[src/hdl/acde_queue.sv]
`timescale 1ns / 1ps
// ----------------------------------------------------------------------------
// acde_queue: short command queue
// Small register FIFO that decouples the decoding front end from the
// drawing back end.
// ----------------------------------------------------------------------------
module acde_queue #(
  parameter int Width = 8,
  parameter int Depth = 2
) (
  input  logic             clk_i,
  input  logic             rst_ni,
  input  logic             push_i,
  input  logic [Width-1:0] data_i,
  output logic             full_o,
  input  logic             pop_i,
  output logic             empty_o,
  output logic [Width-1:0] data_o
);

  localparam int PtrW = $clog2(Depth);
  localparam int CntW = $clog2(Depth + 1);

  logic [Width-1:0] entry_q [Depth];
  logic [PtrW-1:0]  wr_ptr_q, wr_ptr_d;
  logic [PtrW-1:0]  rd_ptr_q, rd_ptr_d;
  logic [CntW-1:0]  count_q, count_d;

  assign full_o  = (count_q == CntW'(Depth));
  assign empty_o = (count_q == '0);
  assign data_o  = entry_q[rd_ptr_q];

  // Pointer and fill count update
  always_comb begin
    wr_ptr_d = wr_ptr_q;
    rd_ptr_d = rd_ptr_q;
    count_d  = count_q;
    if (push_i) begin
      wr_ptr_d = (wr_ptr_q == PtrW'(Depth - 1)) ? '0 : wr_ptr_q + 1'b1;
    end
    if (pop_i) begin
      rd_ptr_d = (rd_ptr_q == PtrW'(Depth - 1)) ? '0 : rd_ptr_q + 1'b1;
    end
    if (push_i && !pop_i) begin
      count_d = count_q + 1'b1;
    end else if (pop_i && !push_i) begin
      count_d = count_q - 1'b1;
    end
  end

  always_ff @(posedge clk_i or negedge rst_ni) begin
    if (!rst_ni) begin
      wr_ptr_q <= '0;
      rd_ptr_q <= '0;
      count_q  <= '0;
    end else begin
      wr_ptr_q <= wr_ptr_d;
      rd_ptr_q <= rd_ptr_d;
      count_q  <= count_d;
    end
  end

  // Entry storage
  always_ff @(posedge clk_i) begin
    if (push_i) begin
      entry_q[wr_ptr_q] <= data_i;
    end
  end

endmodule

[config.mk]
export PLATFORM = sky130hd
export DESIGN_NAME = acde_queue
export DESIGN_NICKNAME = d
export VERILOG_FILES = /design/src/hdl/acde_queue.sv
export SDC_FILE = /design/constraint.sdc
export NUM_CORES = 1
export LEC_CHECK = 0
export BUFFER_PORTS_ARGS = -buffer_cell sky130_fd_sc_hd__buf_2
export CORE_MARGIN = 3
export CORE_UTILIZATION = 35
export CTS_CLUSTER_SIZE = 25
export DETAILED_ROUTE_END_ITERATION = 6
export GPL_TIMING_DRIVEN = 0
export MAX_ROUTING_LAYER = met4
export PLACE_DENSITY_LB_ADDON = 0.1
export SETUP_SLACK_MARGIN = 0.4
export SLEW_MARGIN = 15
export SYNTH_ARGS = -nofsm -noshare
export SYNTH_HDL_FRONTEND = slang
export SYNTH_SLANG_ARGS = --single-unit
[constraint.sdc]
create_clock -name clk_i -period 1.63 [get_ports clk_i]
set_clock_uncertainty 0.15 [all_clocks]
set_input_delay 0.0815 -clock clk_i [delete_from_list [all_inputs] [get_ports clk_i]]
set_output_delay 0.0815 -clock clk_i [all_outputs]
set_load 0.1 [all_outputs]
==> results of run 1 <==
-- cells in the final DEF (no fill, tap or decap) --
cell type	instances
nor2_1	1
dfrtp_2	2
clkbuf_4	3
clkbuf_1	1
dlygate4sd3_1	12
xnor2_1	1
buf_6	2
mux2_4	8
and2_2	1
buf_2	11
ha_1	1
edfxtp_1	16
and2b_2	1
nor2_4	1
buf_12	10
inv_1	1
xor2_1	4
buf_4	4
nor2b_4	1
dfrtp_1	2
-- worst min-delay path by stage --
stage	from	cells past startpoint	end
after floorplan	rst_ni	0	count_q[0]
after global placement	rst_ni	1	count_q[1]
after detailed placement	rst_ni	1	count_q[1]
after CTS	push_i	3	count_q[0]
after global routing	push_i	3	count_q[0]
final	push_i	3	count_q[0]
-- flip-flops by register name (all words and copies together) (netlist names) --
name / flops
entry_q: 16
rd_ptr_q: 1
count_q: 2
wr_ptr_q: 1
-- routing by layer --
| metal | routed length [microns] | vias to the layer above | GRT usage (%) |
|---|---|---|---|
| met5 | 0 | - | - |
| met4 | 0 | 0 | 5.106 |
| met3 | 64 | 0 | 2.535 |
| met2 | 786 | 13 | 18.39 |
| met1 | 544 | 233 | 13.45 |
| li1 | - | 234 | - |
-- what timing repair did --
| action | CTS | global route |
|---|---|---|
| hold buffers | 12 | 0 |
| gates cloned | 0 | 1 |
| gates resized for setup | 31 | 23 |
| buffers inserted | 3 | 1 |
| pin swaps | 1 | 2 |
| hold endpoints to repair | 22 | 0 |
| endpoints found under the setup margin | 26 | 11 |
-- final cells by class --
cell class	instances	area, sq um	share of cell area [%]
timing repair buffer	38	416.7	32.14
multi-input combinational	19	221.5	17.08
tap	27	33.78	2.606
sequential	20	583.1	44.98
buffer	1	11.26	0.8687
clock buffer	4	26.28	2.027
inverter	1	3.754	0.2896
-- tightest hold or removal path: stages --
cell and delay, ps:
buf_2 110, ha_1 170, xnor2_1 60
-- through the flow --
stage / setup WS [ps] / hold slack [ps] / util [%] / cells / cell area, sq um
3_3_place_gp: 260.2 / -259.7 / 45.48 / 89 / 919.6
5_1_grt: 26.69 / 29.11 / 64.11 / 110 / 1296
2_1_floorplan: 355.7 / -364.1 / - / 41 / 780.7
6_report: 65.96 / 12.14 / 64.11 / 110 / 1296
4_1_cts: 55.69 / 2.785 / 58.97 / 108 / 1192
3_5_place_dp: 260.4 / -255.5 / 45.48 / 89 / 919.6
-- kinds of logic after synthesis --
kind of cell / share of synthesized area (%)
adder cells (fa/ha/maj): 1.623
multiplexers: 11.69
AND/OR/NAND/NOR: 3.735
XOR/XNOR: 5.682
buffers and inverters: 1.947
flip-flops: 75.33
==> reports/results.tsv, run 1 <==
metric	value	unit
crit-path leading delay family	flip-flops	
top cells by area, synth	edfxtp_1 62%, dfrtp_1 13%, mux2_2 12%, xor2_1 4.5%, ha_1 1.6%	
Final Hold Vio Count	0	
Reg clk slew, reported paths	110	ps
most frequently used flop master after synthesis	edfxtp_1	
initial antenna violation count	0	
htree depth	1	
Net Count, Synth	54	
DRT Pass-1 Iters	2	
Worst Reg2Reg Path Length in Cells	4	
synthesis warning total	0	
total gr overflow	0	
final setup TNS	0	ps
Worst Max-Slew Pin Slew	249.9	ps
final setup violation count	0	
fillers	158	
max_cap viols	0	
core footprint	2022	sq um
CP Launch Type	flip-flop	
vias	480	
GPL Wtd Cong	0.5918	
# IOs	22	
crit path launch	rd_ptr_q	
period utilization	95.95	%
largest net degree at the start of global routing	12	
Total GRT Usage	11.33	%
Synth top area share	62.34	%
Final Slew Violations	0	
Root Buffer	clkbuf_4	
peak per-stage delay on the critical path	410	ps
hpwl dp	837.6	microns
DR DRC count	0	
die area	2801	sq um
final WL	1.394	mm
vias in the first global route	490	
CP Buf/Inv Count	2	
Post-synth ARST share	20.00	%
first-pass GRT wire length	2.166	mm
PortBufs	21	
routed vias/inst	4.364	
Hold Path Class	input port to flip-flop	
Levels on crit path	3	
reg2reg end	count_q[1]	
Critical Path, Cell by Cell	buf_6, mux2_4, buf_12	
Req. time, crit path	1400	ps
TritonCTS Sinks	20	
Diodes inserted	0	
number of flops mapped to enable cells by yosys	16	
Seq/Total Area, Yosys	75.32	%
Crit path arrival time	1330	ps
min Tclk post-route	1564	ps
Mapped Area	770.7	sq um
most frequent cells after synthesis	16 x edfxtp_1, 8 x mux2_2, 4 x dfrtp_1, 4 x xor2_1, 2 x nor2_1	
CP Class	flip-flop to output pin	
layout net count	97	
Slew headroom	83.30	%
area leader, netlist	edfxtp_1	
Die Wd	52.93	microns
RSZ-0062 raised after global routing	yes	
Die H	52.93	microns
Final ANT Viol Nets	0	
layout cells sized above 1	53.01	%
outcome	finished clean	
worst skew pair latency	290	ps
synth unique cells	12	
Synth Register Bits	20	
Rows	16	
crit path capture	data_o[0]	
top-count cell post-synth	edfxtp_1	
clk buf depth	2	
slowest CP cell	dfrtp_1	
CTS tree	done	
syn_area_per_cell	18.80	sq um
crit-path max FO	5	
Num CTS Buffers	3	
initial core utilization	38.12	%
flop2flop setup slack	420	ps
worst r2r src	count_q[0]	
Area growth syn-to-layout	68.18	%
DR iter-0 viols	2	
crit end category	output pin	
wire per inst	12.67	microns
cells after synthesis	41	
Peak Freq	639.4	MHz
Power of run 1 is left out: the tool's default activity adds up to more than one toggle a clock period on the data nets, which glitch-free logic cannot reach.
==> inputs of run 2 (changes only) <==
- SETUP_SLACK_MARGIN: 0.4 -> 0.02
==> run 2 against run 1 <==
  * Die area unchanged
  * Fmax rose by 0.45%
  * Wire length is 9.8% lower
  * Global-route usage is 0.31 points lower
  * Cell count fell by 3.6%
  * Count of clock-buffer cells in the layout fell by 1
  * Sequential share of layout area is 6.6 points higher
  * Via count shrank 5.6%
  * Worst hold slack improved by 340 ps
  * First-iteration DRC count down 100%
  * Non-clock buffer count shrank 4
  * Critical path type unchanged
==> reports/results.tsv, run 2 (same netlist as run 1, synthesis figures left out) <==
metric	value	unit
CP Launch Type	flip-flop	
largest net degree at the start of global routing	12	
crit end category	output pin	
CTS tree	done	
outcome	finished clean	
max_cap viols	0	
DRT Pass-1 Iters	1	
Root Buffer	clkbuf_4	
Die H	52.93	microns
reg2reg end	entry_q[0][5]	
wire per inst	11.87	microns
DR iter-0 viols	0	
final setup violation count	0	
Total GRT Usage	11.02	%
Rows	16	
# IOs	22	
Die Wd	52.93	microns
peak per-stage delay on the critical path	350	ps
Final ANT Viol Nets	0	
clk buf depth	2	
top flop regs	entry_q x16, count_q x2	
Final Hold Vio Count	0	
crit-path max FO	9	
Reg with most FFs	entry_q	
period utilization	95.52	%
htree depth	1	
initial antenna violation count	0	
total gr overflow	0	
die area	2801	sq um
GPL Wtd Cong	0.6134	
initial core utilization	38.12	%
RSZ-0062 raised after global routing	no	
hold path cells	2	
min Tclk post-route	1557	ps
core footprint	2022	sq um
worst hold endpoint	entry_q[1][0]	
Worst Max-Slew Pin Slew	488.4	ps
Reg clk slew, reported paths	110	ps
Placed Cells	89	
Slew headroom	67.66	%
most frequent cells in the layout	16 x edfxtp_1, 12 x dlygate4sd3_1, 12 x buf_2, 8 x buf_6, 8 x mux2_2	
DR DRC count	0	
slowest CP cell	dfrtp_1	
vias	453	
min-delay src	data_i[0]	
Worst Reg2Reg Path Length in Cells	1	
max reg flops	16	
layout cells sized above 1	46.84	%
layout net count	93	
final std cells w/o fill	106	
TritonCTS Sinks	20	
Diodes inserted	0	
worst r2r src	wr_ptr_q	
CP Buf/Inv Count	2	
first-pass GRT wire length	2.063	mm
worst skew pair latency	290	ps
Area growth syn-to-layout	45.94	%
CP Class	flip-flop to output pin	
PortBufs	21	
crit-path leading delay family	flip-flops	
Hold Path Class	input port to flip-flop	
routed vias/inst	4.274	
Req. time, crit path	1400	ps
final setup TNS	0	ps
vias in the first global route	477	
Final Slew Violations	0	
Critical Path, Cell by Cell	buf_6, mux2_2, buf_6	
flop2flop setup slack	320	ps
Crit path arrival time	1330	ps
most common cell after layout, fill and taps aside	edfxtp_1	
final WL	1.258	mm
Num CTS Buffers	3	
critical path's most frequent cell	buf_6	
Peak Freq	642.3	MHz
## run 2: cell count changes in the layout (fill, tap and decap cells not counted), moves of 2 or more
cell,before,now
buf_4,4,2
dfrtp_1,2,4
dfrtp_2,2,0
buf_6,2,8
mux2_2,0,8
buf_12,10,0
mux2_4,8,0
## run 2: worst max path at each step
stage               start             to  slack [ps]  cells after the start
3_3_place_gp     wr_ptr_q  entry_q[0][1]          50                      1
4_1_cts          rd_ptr_q      data_o[4]           7                      3
3_5_place_dp     wr_ptr_q  entry_q[0][5]          80                      1
6_report         rd_ptr_q      data_o[4]          70                      3
5_1_grt          rd_ptr_q      data_o[4]          20                      3
2_1_floorplan  count_q[0]        empty_o         200                      1
## run 2: cell type report
class / instances / area (sq um)
fillers: 191 / 897.1
inverters: 1 / 3.754
repair buffers: 34 / 289.0
clock inverters: 1 / 3.754
multi-input cells: 19 / 180.2
flip-flops and latches: 20 / 580.6
clock buffers: 3 / 22.52
well taps: 27 / 33.78
plain buffers: 1 / 11.26
## run 2: through the flow
step	utilization [%]	area [sq um]	worst slack (ps)	hold WS, ps
5_1_grt	55.63	1125	21.41	347.8
4_1_cts	54.58	1104	6.678	342.4
6_report	55.63	1125	73.01	355.1
2_1_floorplan	-	773.2	198.1	-364.1
3_5_place_dp	45.11	912.1	81.39	-255.1
3_3_place_gp	45.11	912.1	50.65	-256.1
## run 2: timing repair
action / 4_1_cts / 5_1_grt
endpoints found under the hold margin: 22 / 0
resized for setup: 15 / 4
pin swaps: 0 / 0
hold buffers: 12 / 0
cloned: 0 / 0
setup buffers: 0 / 1
setup endpoints to repair: 9 / 11
## run 2: metal layers
| layer | share of wire, % | track usage (%) | up-vias |
|---|---|---|---|
| li1 | - | - | 224 |
| met1 | 39 | 12.89 | 219 |
| met2 | 57 | 17.15 | 10 |
| met3 | 4.4 | 2.817 | 0 |
| met4 | 0 | 6.383 | 0 |
| met5 | 0 | - | - |
Power of run 2 is left out for the same reason.
