File: config.mk
export PLATFORM = sky130hd
export DESIGN_NAME = acde_front
export DESIGN_NICKNAME = d
export VERILOG_FILES = /design/src/hdl/acde_pkg.sv /design/src/hdl/acde_front.sv
export SDC_FILE = /design/constraint.sdc
export NUM_CORES = 1
export LEC_CHECK = 0
export BUFFER_PORTS_ARGS = -buffer_cell sky130_fd_sc_hd__buf_4
export CORE_ASPECT_RATIO = 1.25
export CORE_MARGIN = 1.5
export CORE_UTILIZATION = 35
export DETAILED_ROUTE_END_ITERATION = 10
export PLACE_DENSITY = 0.93
export SYNTH_ARGS = -nofsm -noshare
export SYNTH_HDL_FRONTEND = slang
export SYNTH_SLANG_ARGS = --single-unit
File: constraint.sdc
create_clock -name vclk -period 2.2
set_input_delay 0.22 -clock vclk [all_inputs]
set_output_delay 0.22 -clock vclk [all_outputs]
set_load 0.02 [all_outputs]
File: src/hdl/acde_pkg.sv
`timescale 1ns / 1ps
// ----------------------------------------------------------------------------
// acde_pkg: shared definitions of the attribute cell draw engine
// Command codes, field widths, the decoded operation type and width helpers
// used by the top level, the front end and the back end.
// ----------------------------------------------------------------------------
package acde_pkg;

  // Field widths of one input item
  localparam int CMD_W    = 3;
  localparam int XY_W     = 5;
  localparam int COLOUR_W = 8;

  // Default store geometry
  localparam int COLUMNS_DEF = 32;
  localparam int ROWS_DEF    = 24;

  // Segment list of one decoded command
  localparam int SEG_N = 4;
  localparam int CNT_W = XY_W + 1;   // up to 2**XY_W cells per segment

  // Queue between front and back
  localparam int QUEUE_DEPTH = 2;

  // Command codes
  localparam logic [CMD_W-1:0] CMD_PLOT   = 3'd0;
  localparam logic [CMD_W-1:0] CMD_SQUARE = 3'd1;
  localparam logic [CMD_W-1:0] CMD_RUN5   = 3'd2;
  localparam logic [CMD_W-1:0] CMD_BOX    = 3'd3;
  localparam logic [CMD_W-1:0] CMD_HLINE  = 3'd4;
  localparam logic [CMD_W-1:0] CMD_SWAP   = 3'd5;
  localparam logic [CMD_W-1:0] CMD_READ   = 3'd6;

  // Run length of the run5 command
  localparam int RUN5_LEN = 5;

  // Operation class handed from front to back
  typedef enum logic [1:0] {
    OP_DRAW,
    OP_SWAP,
    OP_READ,
    OP_NOP
  } op_e;

  // Back end status seen by the front end and the top level
  typedef struct packed {
    logic clearing;
    logic busy;
  } back_stat_t;

  // Bits of a linear address including headroom for runs past the store
  function automatic int addr_bits(input int columns);
    return $clog2((2 ** XY_W) * columns + 2 * (2 ** XY_W));
  endfunction

  // Bits of one packed command descriptor
  function automatic int desc_bits(input int aw);
    return 2 + SEG_N * (aw + 1 + CNT_W) + 2 * COLOUR_W;
  endfunction

endpackage

File: src/hdl/acde_front.sv
`timescale 1ns / 1ps
// ----------------------------------------------------------------------------
// acde_front: command decoder
// Accepts command items, computes the linear base addresses and turns each
// command into a list of up to four straight segments for the back end.
// ----------------------------------------------------------------------------
module acde_front
  import acde_pkg::*;
#(
  parameter int COLUMNS = COLUMNS_DEF
) (
  input  logic                                    in_valid_i,
  output logic                                    in_ready_o,
  input  logic [CMD_W-1:0]                        command_i,
  input  logic [XY_W-1:0]                         x_start_i,
  input  logic [XY_W-1:0]                         y_start_i,
  input  logic [XY_W-1:0]                         x_end_i,
  input  logic [XY_W-1:0]                         y_end_i,
  input  logic [COLOUR_W-1:0]                     colour_i,
  input  logic [COLOUR_W-1:0]                     other_colour_i,
  input  logic                                    full_i,
  input  back_stat_t                              stat_i,
  output logic                                    push_o,
  output logic [desc_bits(addr_bits(COLUMNS))-1:0] desc_o
);

  localparam int AddrW = addr_bits(COLUMNS);

  typedef struct packed {
    logic [AddrW-1:0] base;
    logic             col_step;   // step one row instead of one cell
    logic [CNT_W-1:0] count;
  } seg_t;

  typedef struct packed {
    op_e                    op;
    seg_t [SEG_N-1:0]       seg;
    logic [COLOUR_W-1:0]    colour;
    logic [COLOUR_W-1:0]    other;
  } desc_t;

  logic [AddrW-1:0] row_top, row_bot;
  logic [AddrW-1:0] a_addr, bot_addr, rgt_addr;
  logic [CNT_W-1:0] h_cnt, v_cnt;
  desc_t            desc;

  // No item is taken while the store is being cleared
  assign in_ready_o = !full_i && !stat_i.clearing;
  assign push_o     = in_valid_i && in_ready_o;

  // Corner addresses
  assign row_top  = AddrW'(y_start_i) * AddrW'(COLUMNS);
  assign row_bot  = AddrW'(y_end_i) * AddrW'(COLUMNS);
  assign a_addr   = row_top + AddrW'(x_start_i);
  assign bot_addr = row_bot + AddrW'(x_start_i);
  assign rgt_addr = row_top + AddrW'(x_end_i);

  // Span lengths, zero for an empty range
  assign h_cnt = (x_end_i >= x_start_i) ? CNT_W'(x_end_i - x_start_i) + CNT_W'(1) : '0;
  assign v_cnt = (y_end_i >= y_start_i) ? CNT_W'(y_end_i - y_start_i) + CNT_W'(1) : '0;

  // Segment list per command
  always_comb begin
    desc        = '0;
    desc.colour = colour_i;
    desc.other  = other_colour_i;
    desc.op     = OP_DRAW;
    unique case (command_i)
      CMD_PLOT: begin
        desc.seg[0] = '{base: a_addr, col_step: 1'b0, count: CNT_W'(1)};
      end
      CMD_SQUARE: begin
        desc.seg[0] = '{base: a_addr, col_step: 1'b0, count: CNT_W'(2)};
        desc.seg[1] = '{base: a_addr + AddrW'(COLUMNS), col_step: 1'b0, count: CNT_W'(2)};
      end
      CMD_RUN5: begin
        desc.seg[0] = '{base: a_addr, col_step: 1'b0, count: CNT_W'(RUN5_LEN)};
      end
      CMD_BOX: begin
        desc.seg[0] = '{base: a_addr,   col_step: 1'b0, count: h_cnt};
        desc.seg[1] = '{base: bot_addr, col_step: 1'b0, count: h_cnt};
        desc.seg[2] = '{base: a_addr,   col_step: 1'b1, count: v_cnt};
        desc.seg[3] = '{base: rgt_addr, col_step: 1'b1, count: v_cnt};
      end
      CMD_HLINE: begin
        desc.seg[0] = '{base: a_addr, col_step: 1'b0, count: h_cnt};
      end
      CMD_SWAP: begin
        desc.op = OP_SWAP;
      end
      CMD_READ: begin
        desc.op          = OP_READ;
        desc.seg[0].base = a_addr;
      end
      default: begin
        desc.op = OP_NOP;
      end
    endcase
  end

  assign desc_o = desc;

endmodule

==> impl_metrics.yaml, run 1 <==
run_status:
  outcome: "finished, violations left"
  violations: "negative setup slack"
routing:
  post-route-drc-count: 0
  finalWirelength_mm: 4.81
  post_drt_via_cell_ratio: 4.95
  drt_pass1_iterations: 4
  ant_nets: 0
  num_vias: 1683
  drt_iter0_drc: 40
  routed_wire_length_per_instance_microns: 14.2
cells_and_area:
  clockBufferCount: 0
  antenna-diode-count: 0
  multi_input_comb_area_sq_um: 1170
  seq_cells: 0
  layout-drive-gt1-share_pct: 52.4
  area_growth_pct: 59.6
  register_area_sq_um: 0
  final_core_utilization_pct: 58.7
  post-route-cell-area_sq_um: 2240
  final.fill_count: 352
  finish.net_count: 358
sta:
  final.setup.worst_slack_ns: -0.00678
  final.period_utilization_pct: 100
  final-max-slew-violation-count: 0
  max_slew_margin_pct: 64.0
  grt_setup_unrepaired: "yes"
  final-hold-violation-count: 0
  timing.final.setup_violations: 3
  maxClockFrequency_ghz: 0.453
  fin_crit_ns: 2.21
  worst_pin_slew_ns: 0.539
logic_synthesis:
  syn_inst: 207
  syn-mean-instance-area_sq_um: 6.78
  synth_warnings: 0
  yosysUniqueCellTypes: 40
  synth_top_cell_by_area: "sky130_fd_sc_hd__ha_1"
  netlist_area_sq_um: 1400
  synth.yosys.seq_area_share_pct: 0
  synth_top_cell_area_share_pct: 20.5
  netlist_top_cells_area: "sky130_fd_sc_hd__ha_1, sky130_fd_sc_hd__buf_4, sky130_fd_sc_hd__nor2_1"
global_routing:
  antenna_found_initial: 0
  globalRouteOverflowTotal: 0
  first_global_vias: 1716
  grt_first_pass_wirelength_mm: 7.13
  grt_start_max_net_pins: 24
  grt_use_total_pct: 20.7
critical_path:
  crit_path_max_fanout: 2
  cpMaxStageDelayCell: "sky130_fd_sc_hd__fa_2"
  worst_setup_path_end_kind: "primary output"
  crit_type: "primary input to primary output"
  critPathArrivalTime_ns: 1.99
  worstSetupStartpointType: "primary input"
  path_cells: "buf_8 -> inv_4 -> ha_4 -> inv_4 -> ha_4 -> fa_2 -> a21oi_2 -> o21bai_1 -> xor2_1 -> a211oi_2 -> buf_4"
  max_stage_delay_ns: 0.37
  critical_path_required_ns: 1.98
die:
  io-pin-count: 135
  fp-row-count: 25
  die_w_microns: 59.6
  core-area_sq_um: 3820
  die-height_microns: 73.8
  floorplan.die_area_sq_um: 4400
  initial_core_util_pct: 36.8
power_and_ir_drop:
  total_leakage_power_uw: 0.00122
  power_per_cell_area_nw_per_um2: 252
  irDropWorstVdd_uv: 123
min_path:
  hold_path.class: "primary input to primary output"
  hold_path.startpoint: "colour_i[4]"
  worst_hold_path.endpoint: "desc_o[12]"
  hold-path-cell-count: 0
flow_run:
  timing.max_cap.violations: 0
placement:
  finalWeightedCongestion: 0.900
  hpwl_mm: 3.81
  io_port_bufs: 97
  dpl-instance-area_sq_um: 2060
clock_tree:
  ctsHoldBuffers: 0
==> kinds of logic after synthesis <==
group           share of synthesized area, %
buf+inv                                 27.5
other cells                            0.267
mux                                    0.713
compound gates                          14.1
xor+xnor                                4.99
fa+ha+maj                               26.2
simple gates                            26.2
==> layout by cell type (no fill, tap or decap), types with 2 or more instances in the layout <==
| master | instances |
|---|---|
| sky130_fd_sc_hd__a21oi_1 | 6 |
| sky130_fd_sc_hd__nor3_2 | 2 |
| sky130_fd_sc_hd__and2_1 | 2 |
| sky130_fd_sc_hd__xnor2_1 | 5 |
| sky130_fd_sc_hd__nor2_1 | 36 |
| sky130_fd_sc_hd__nand2_1 | 9 |
| sky130_fd_sc_hd__a211oi_2 | 3 |
| sky130_fd_sc_hd__conb_1 | 5 |
| sky130_fd_sc_hd__a21o_1 | 2 |
| sky130_fd_sc_hd__fa_2 | 3 |
| sky130_fd_sc_hd__buf_6 | 4 |
| sky130_fd_sc_hd__ha_2 | 2 |
| sky130_fd_sc_hd__inv_4 | 2 |
| sky130_fd_sc_hd__xor2_1 | 3 |
| sky130_fd_sc_hd__nor3_1 | 7 |
| sky130_fd_sc_hd__inv_1 | 23 |
| sky130_fd_sc_hd__ha_1 | 15 |
| sky130_fd_sc_hd__and3_1 | 2 |
| sky130_fd_sc_hd__ha_4 | 6 |
| sky130_fd_sc_hd__nand3_1 | 5 |
| sky130_fd_sc_hd__buf_4 | 107 |
| sky130_fd_sc_hd__nand2b_1 | 2 |
| sky130_fd_sc_hd__buf_8 | 2 |
| sky130_fd_sc_hd__inv_2 | 5 |
| sky130_fd_sc_hd__o22ai_1 | 2 |
==> per-layer routing <==
layer / wire [microns] / part of all wire [%] / track usage, % / vias to the layer above
met1: 1600 / 33 / 17.5 / 780
met5: 0 / 0 / 0 / -
met4: 204 / 4.2 / 10.4 / 0
met2: 2710 / 56 / 44.6 / 92
met3: 297 / 6.2 / 1.58 / 22
li1: - / - / - / 789
==> power breakdown <==
| part | total, uW | leakage [uW] | internal [uW] | switching, uW |
|---|---|---|---|---|
| Combinational | 565 | 0.00122 | 254 | 311 |
| Sequential | 0 | 0 | 0 | 0 |
| Clock | 0 | 0 | 0 | 0 |
==> metrics by stage <==
stage               power, uW  TNS (ns)  std cells  hold WS (ns)  setup WS, ns
global placement          488    -0.181        335         0.440       -0.0607
finish                    565   -0.0151        340         0.440      -0.00678
CTS                       538   -0.0129        338         0.440      -0.00669
floorplan                 360    -0.176        211         0.520       -0.0846
global route              608    -0.180        340         0.440       -0.0702
detailed placement        506    -0.434        335         0.440        -0.130
==> cell type report <==
cell class	instances	area share [%]
Inverter	31	5.64
Multi-Input combinational cell	142	52.1
Tap cell	54	3.02
Timing Repair Buffer	113	39.2
==> synth_stat cells <==
cell type / count
sky130_fd_sc_hd__nor2_1: 36
sky130_fd_sc_hd__buf_4: 33
sky130_fd_sc_hd__inv_1: 31
sky130_fd_sc_hd__ha_1: 23
sky130_fd_sc_hd__nand2_1: 9
sky130_fd_sc_hd__nor3_1: 9
sky130_fd_sc_hd__a21oi_1: 8
sky130_fd_sc_hd__nand3_1: 5
sky130_fd_sc_hd__xnor2_1: 5
sky130_fd_sc_hd__a211oi_2: 4
sky130_fd_sc_hd__fa_1: 4
sky130_fd_sc_hd__buf_2: 3
sky130_fd_sc_hd__nand2b_1: 3
sky130_fd_sc_hd__xor2_1: 3
sky130_fd_sc_hd__a21o_1: 2
sky130_fd_sc_hd__and2_1: 2
sky130_fd_sc_hd__and3_1: 2
sky130_fd_sc_hd__clkbuf_1: 2
sky130_fd_sc_hd__o22ai_1: 2
sky130_fd_sc_hd__a211oi_1: 1
sky130_fd_sc_hd__a21o_4: 1
sky130_fd_sc_hd__a31oi_1: 1
sky130_fd_sc_hd__and2b_4: 1
sky130_fd_sc_hd__conb_1: 1
sky130_fd_sc_hd__mux2i_1: 1
sky130_fd_sc_hd__nand2_2: 1
sky130_fd_sc_hd__nand2_4: 1
sky130_fd_sc_hd__nand4_1: 1
sky130_fd_sc_hd__nor2b_1: 1
sky130_fd_sc_hd__nor3b_1: 1
sky130_fd_sc_hd__nor3b_2: 1
sky130_fd_sc_hd__o211a_1: 1
sky130_fd_sc_hd__o211ai_1: 1
sky130_fd_sc_hd__o211ai_2: 1
sky130_fd_sc_hd__o21ai_0: 1
sky130_fd_sc_hd__o21bai_1: 1
sky130_fd_sc_hd__o221ai_1: 1
sky130_fd_sc_hd__or2b_1: 1
sky130_fd_sc_hd__or3_1: 1
sky130_fd_sc_hd__or3b_4: 1
==> how the worst max path moves through the flow <==
stage                 startpoint    endpoint  slack [ns]  cells after the start
finish              x_start_i[1]  desc_o[21]      -0.007                     11
global route        x_start_i[1]  desc_o[21]       -0.07                     11
CTS                 y_start_i[1]  desc_o[57]      -0.007                     12
detailed placement  x_start_i[1]  desc_o[21]       -0.13                     11
global placement    y_start_i[1]  desc_o[75]       -0.06                     12
floorplan           y_start_i[1]  desc_o[75]       -0.08                     11
==> critical path, delay by kind of cell <==
family	cells	cell delay [ns]
adder cells (fa/ha/maj)	3	0.78
AO/OA/AOI/OAI	3	0.48
buffers and inverters	4	0.31
XOR/XNOR	1	0.19
==> timing repair <==
item,in CTS,in global routing
resized for setup,21,15
pin swaps,4,14
endpoints found under the setup margin,6,10
cloned,0,0
setup buffers,3,2
hold endpoints to repair,0,0
No activity file was read; power rests on OpenSTA's default activity.
==> inputs of run 2 (changes only) <==
==> constraint.sdc (replaced) <==
create_clock -name vclk -period 2.2
set_input_delay 0.22 -clock vclk [all_inputs]
set_output_delay 0.22 -clock vclk [all_outputs]
set_load 0.05 [all_outputs]
==> run 2 against run 1 <==
The flow still finishes with violations (negative setup slack). Sequential share of layout area stayed put. Die area stayed put. Routed wire length hardly changed. Sequential cell count unchanged.
==> impl_metrics.yaml, run 2 (synthesis gave the netlist of run 1 again) <==
placement:
  io_port_bufs: 97
  hpwl_mm: 3.92
  finalWeightedCongestion: 0.782
critical_path:
  worstSetupStartpointType: "primary input"
  path_cells: "buf_12 -> inv_12 -> ha_4 -> inv_2 -> ha_4 -> inv_2 -> fa_2 -> nand2b_4 -> a21oi_4 -> or3_4 -> a211oi_4 -> buf_6"
  worst_setup_path_end_kind: "primary output"
  max_stage_delay_ns: 0.34
  critical_path_required_ns: 1.98
  critical_path.top_delay_family: "adder cells"
  critical_path_cell_count: 12
  crit_path_max_fanout: 2
  timing.critical_path.buf_inv: 5
  crit_type: "primary input to primary output"
  critPathArrivalTime_ns: 2.05
  cpMaxStageDelayCell: "sky130_fd_sc_hd__or3_4"
routing:
  post-route-drc-count: 0
  routed_wire_length_per_instance_microns: 14.0
  num_vias: 1664
  finalWirelength_mm: 4.82
  drt_iter0_drc: 65
  ant_nets: 0
  drt_pass1_iterations: 4
  post_drt_via_cell_ratio: 4.82
cells_and_area:
  finish.net_count: 363
  most-common-layout-cells: "sky130_fd_sc_hd__buf_4, sky130_fd_sc_hd__nor2_1, sky130_fd_sc_hd__inv_1, sky130_fd_sc_hd__ha_1"
  area_growth_pct: 76.1
  register_area_sq_um: 0
  seq_cells: 0
  antenna-diode-count: 0
  multi_input_comb_area_sq_um: 1310
  final.fill_count: 335
  final_common_cell: "sky130_fd_sc_hd__buf_4"
  layout-drive-gt1-share_pct: 58.8
  clockBufferCount: 0
sta:
  fin_crit_ns: 2.27
  final-max-slew-violation-count: 0
  max_slew_margin_pct: 63.2
  final.setup.worst_slack_ns: -0.0706
  worst_pin_slew_ns: 0.552
  fin_hold_ws_ns: 0.440
  maxClockFrequency_ghz: 0.440
  grt_setup_unrepaired: "yes"
  timing.setup.tns_ns: -0.138
  timing.final.setup_violations: 2
  final-hold-violation-count: 0
  final.period_utilization_pct: 103
global_routing:
  grtUsageMet1_pct: 24.4
  grt_use_met2_pct: 41.7
  antenna_found_initial: 0
  grt_first_pass_wirelength_mm: 7.27
  grt_use_total_pct: 20.9
  grt_start_max_net_pins: 17
  globalRouteOverflowTotal: 0
  first_global_vias: 1521
  global_route.peak_usage_layer: "met2"
  grt.met3_usage_pct: 0.880
min_path:
  worst_hold_path.endpoint: "desc_o[14]"
  hold-path-cell-count: 0
  hold_path.class: "primary input to primary output"
  hold_path.startpoint: "colour_i[6]"
die:
  io-pin-count: 135
  die-height_microns: 73.8
  floorplan.die_area_sq_um: 4400
  core-area_sq_um: 3820
  fp-row-count: 25
  die_w_microns: 59.6
  initial_core_util_pct: 36.8
power_and_ir_drop:
  power_per_cell_area_nw_per_um2: 315
  irDropWorstVdd_uv: 112
  total_leakage_power_uw: 0.00130
  report.power.total_uw: 778
flow_run:
  timing.max_cap.violations: 0
run_status:
  outcome: "finished, violations left"
  violations: "negative setup slack"
clock_tree:
  ctsHoldBuffers: 0
[run 2: cell count changes in the layout (fill, tap and decap cells not counted), sizes merged]
cell,previous run,this run
buf,113,118
[run 2: worst max path at each step]
stage	endpoint	from	slack, ns
final	desc_o[75]	y_start_i[1]	-0.07
after floorplan	desc_o[75]	y_start_i[1]	-0.25
after CTS	desc_o[75]	y_end_i[1]	-0.09
after global placement	desc_o[39]	x_start_i[1]	-0.09
after detailed placement	desc_o[75]	y_start_i[1]	-0.12
after global routing	desc_o[75]	y_start_i[1]	-0.13
[run 2: what timing repair did]
action                                  CTS  global route
hold endpoints to repair                  0             0
pin swaps                                 9             4
resized for setup                        12            17
setup buffers                             1             1
endpoints found under the setup margin    6             9
[run 2: power breakdown]
group	leakage, uW	internal [uW]	total, uW	switching, uW
clock network	0	0	0	0
logic	0.00130	293	778	485
registers	0	0	0	0
[run 2: area by class of cell]
type               count  share of cell area, %
inverters             31                   5.92
multi-input cells    142                   53.1
well taps             54                   2.73
repair buffers       118                   38.2
[run 2: per-layer routing]
layer / routed length (microns) / up-vias
met2: 2690 / 83
li1: - / 792
met3: 278 / 10
met1: 1770 / 779
met4: 88 / 0
met5: 0 / -
[run 2: through the flow]
stage / util (%) / setup slack (ns) / cells / cell area (sq um)
3_5_place_dp: 61.3 / -0.123 / 343 / 2340
3_3_place_gp: 61.3 / -0.0919 / 343 / 2340
4_1_cts: 63.0 / -0.0906 / 344 / 2400
5_1_grt: 64.8 / -0.128 / 345 / 2470
2_1_floorplan: - / -0.247 / 211 / 1680
6_report: 64.8 / -0.0706 / 345 / 2470
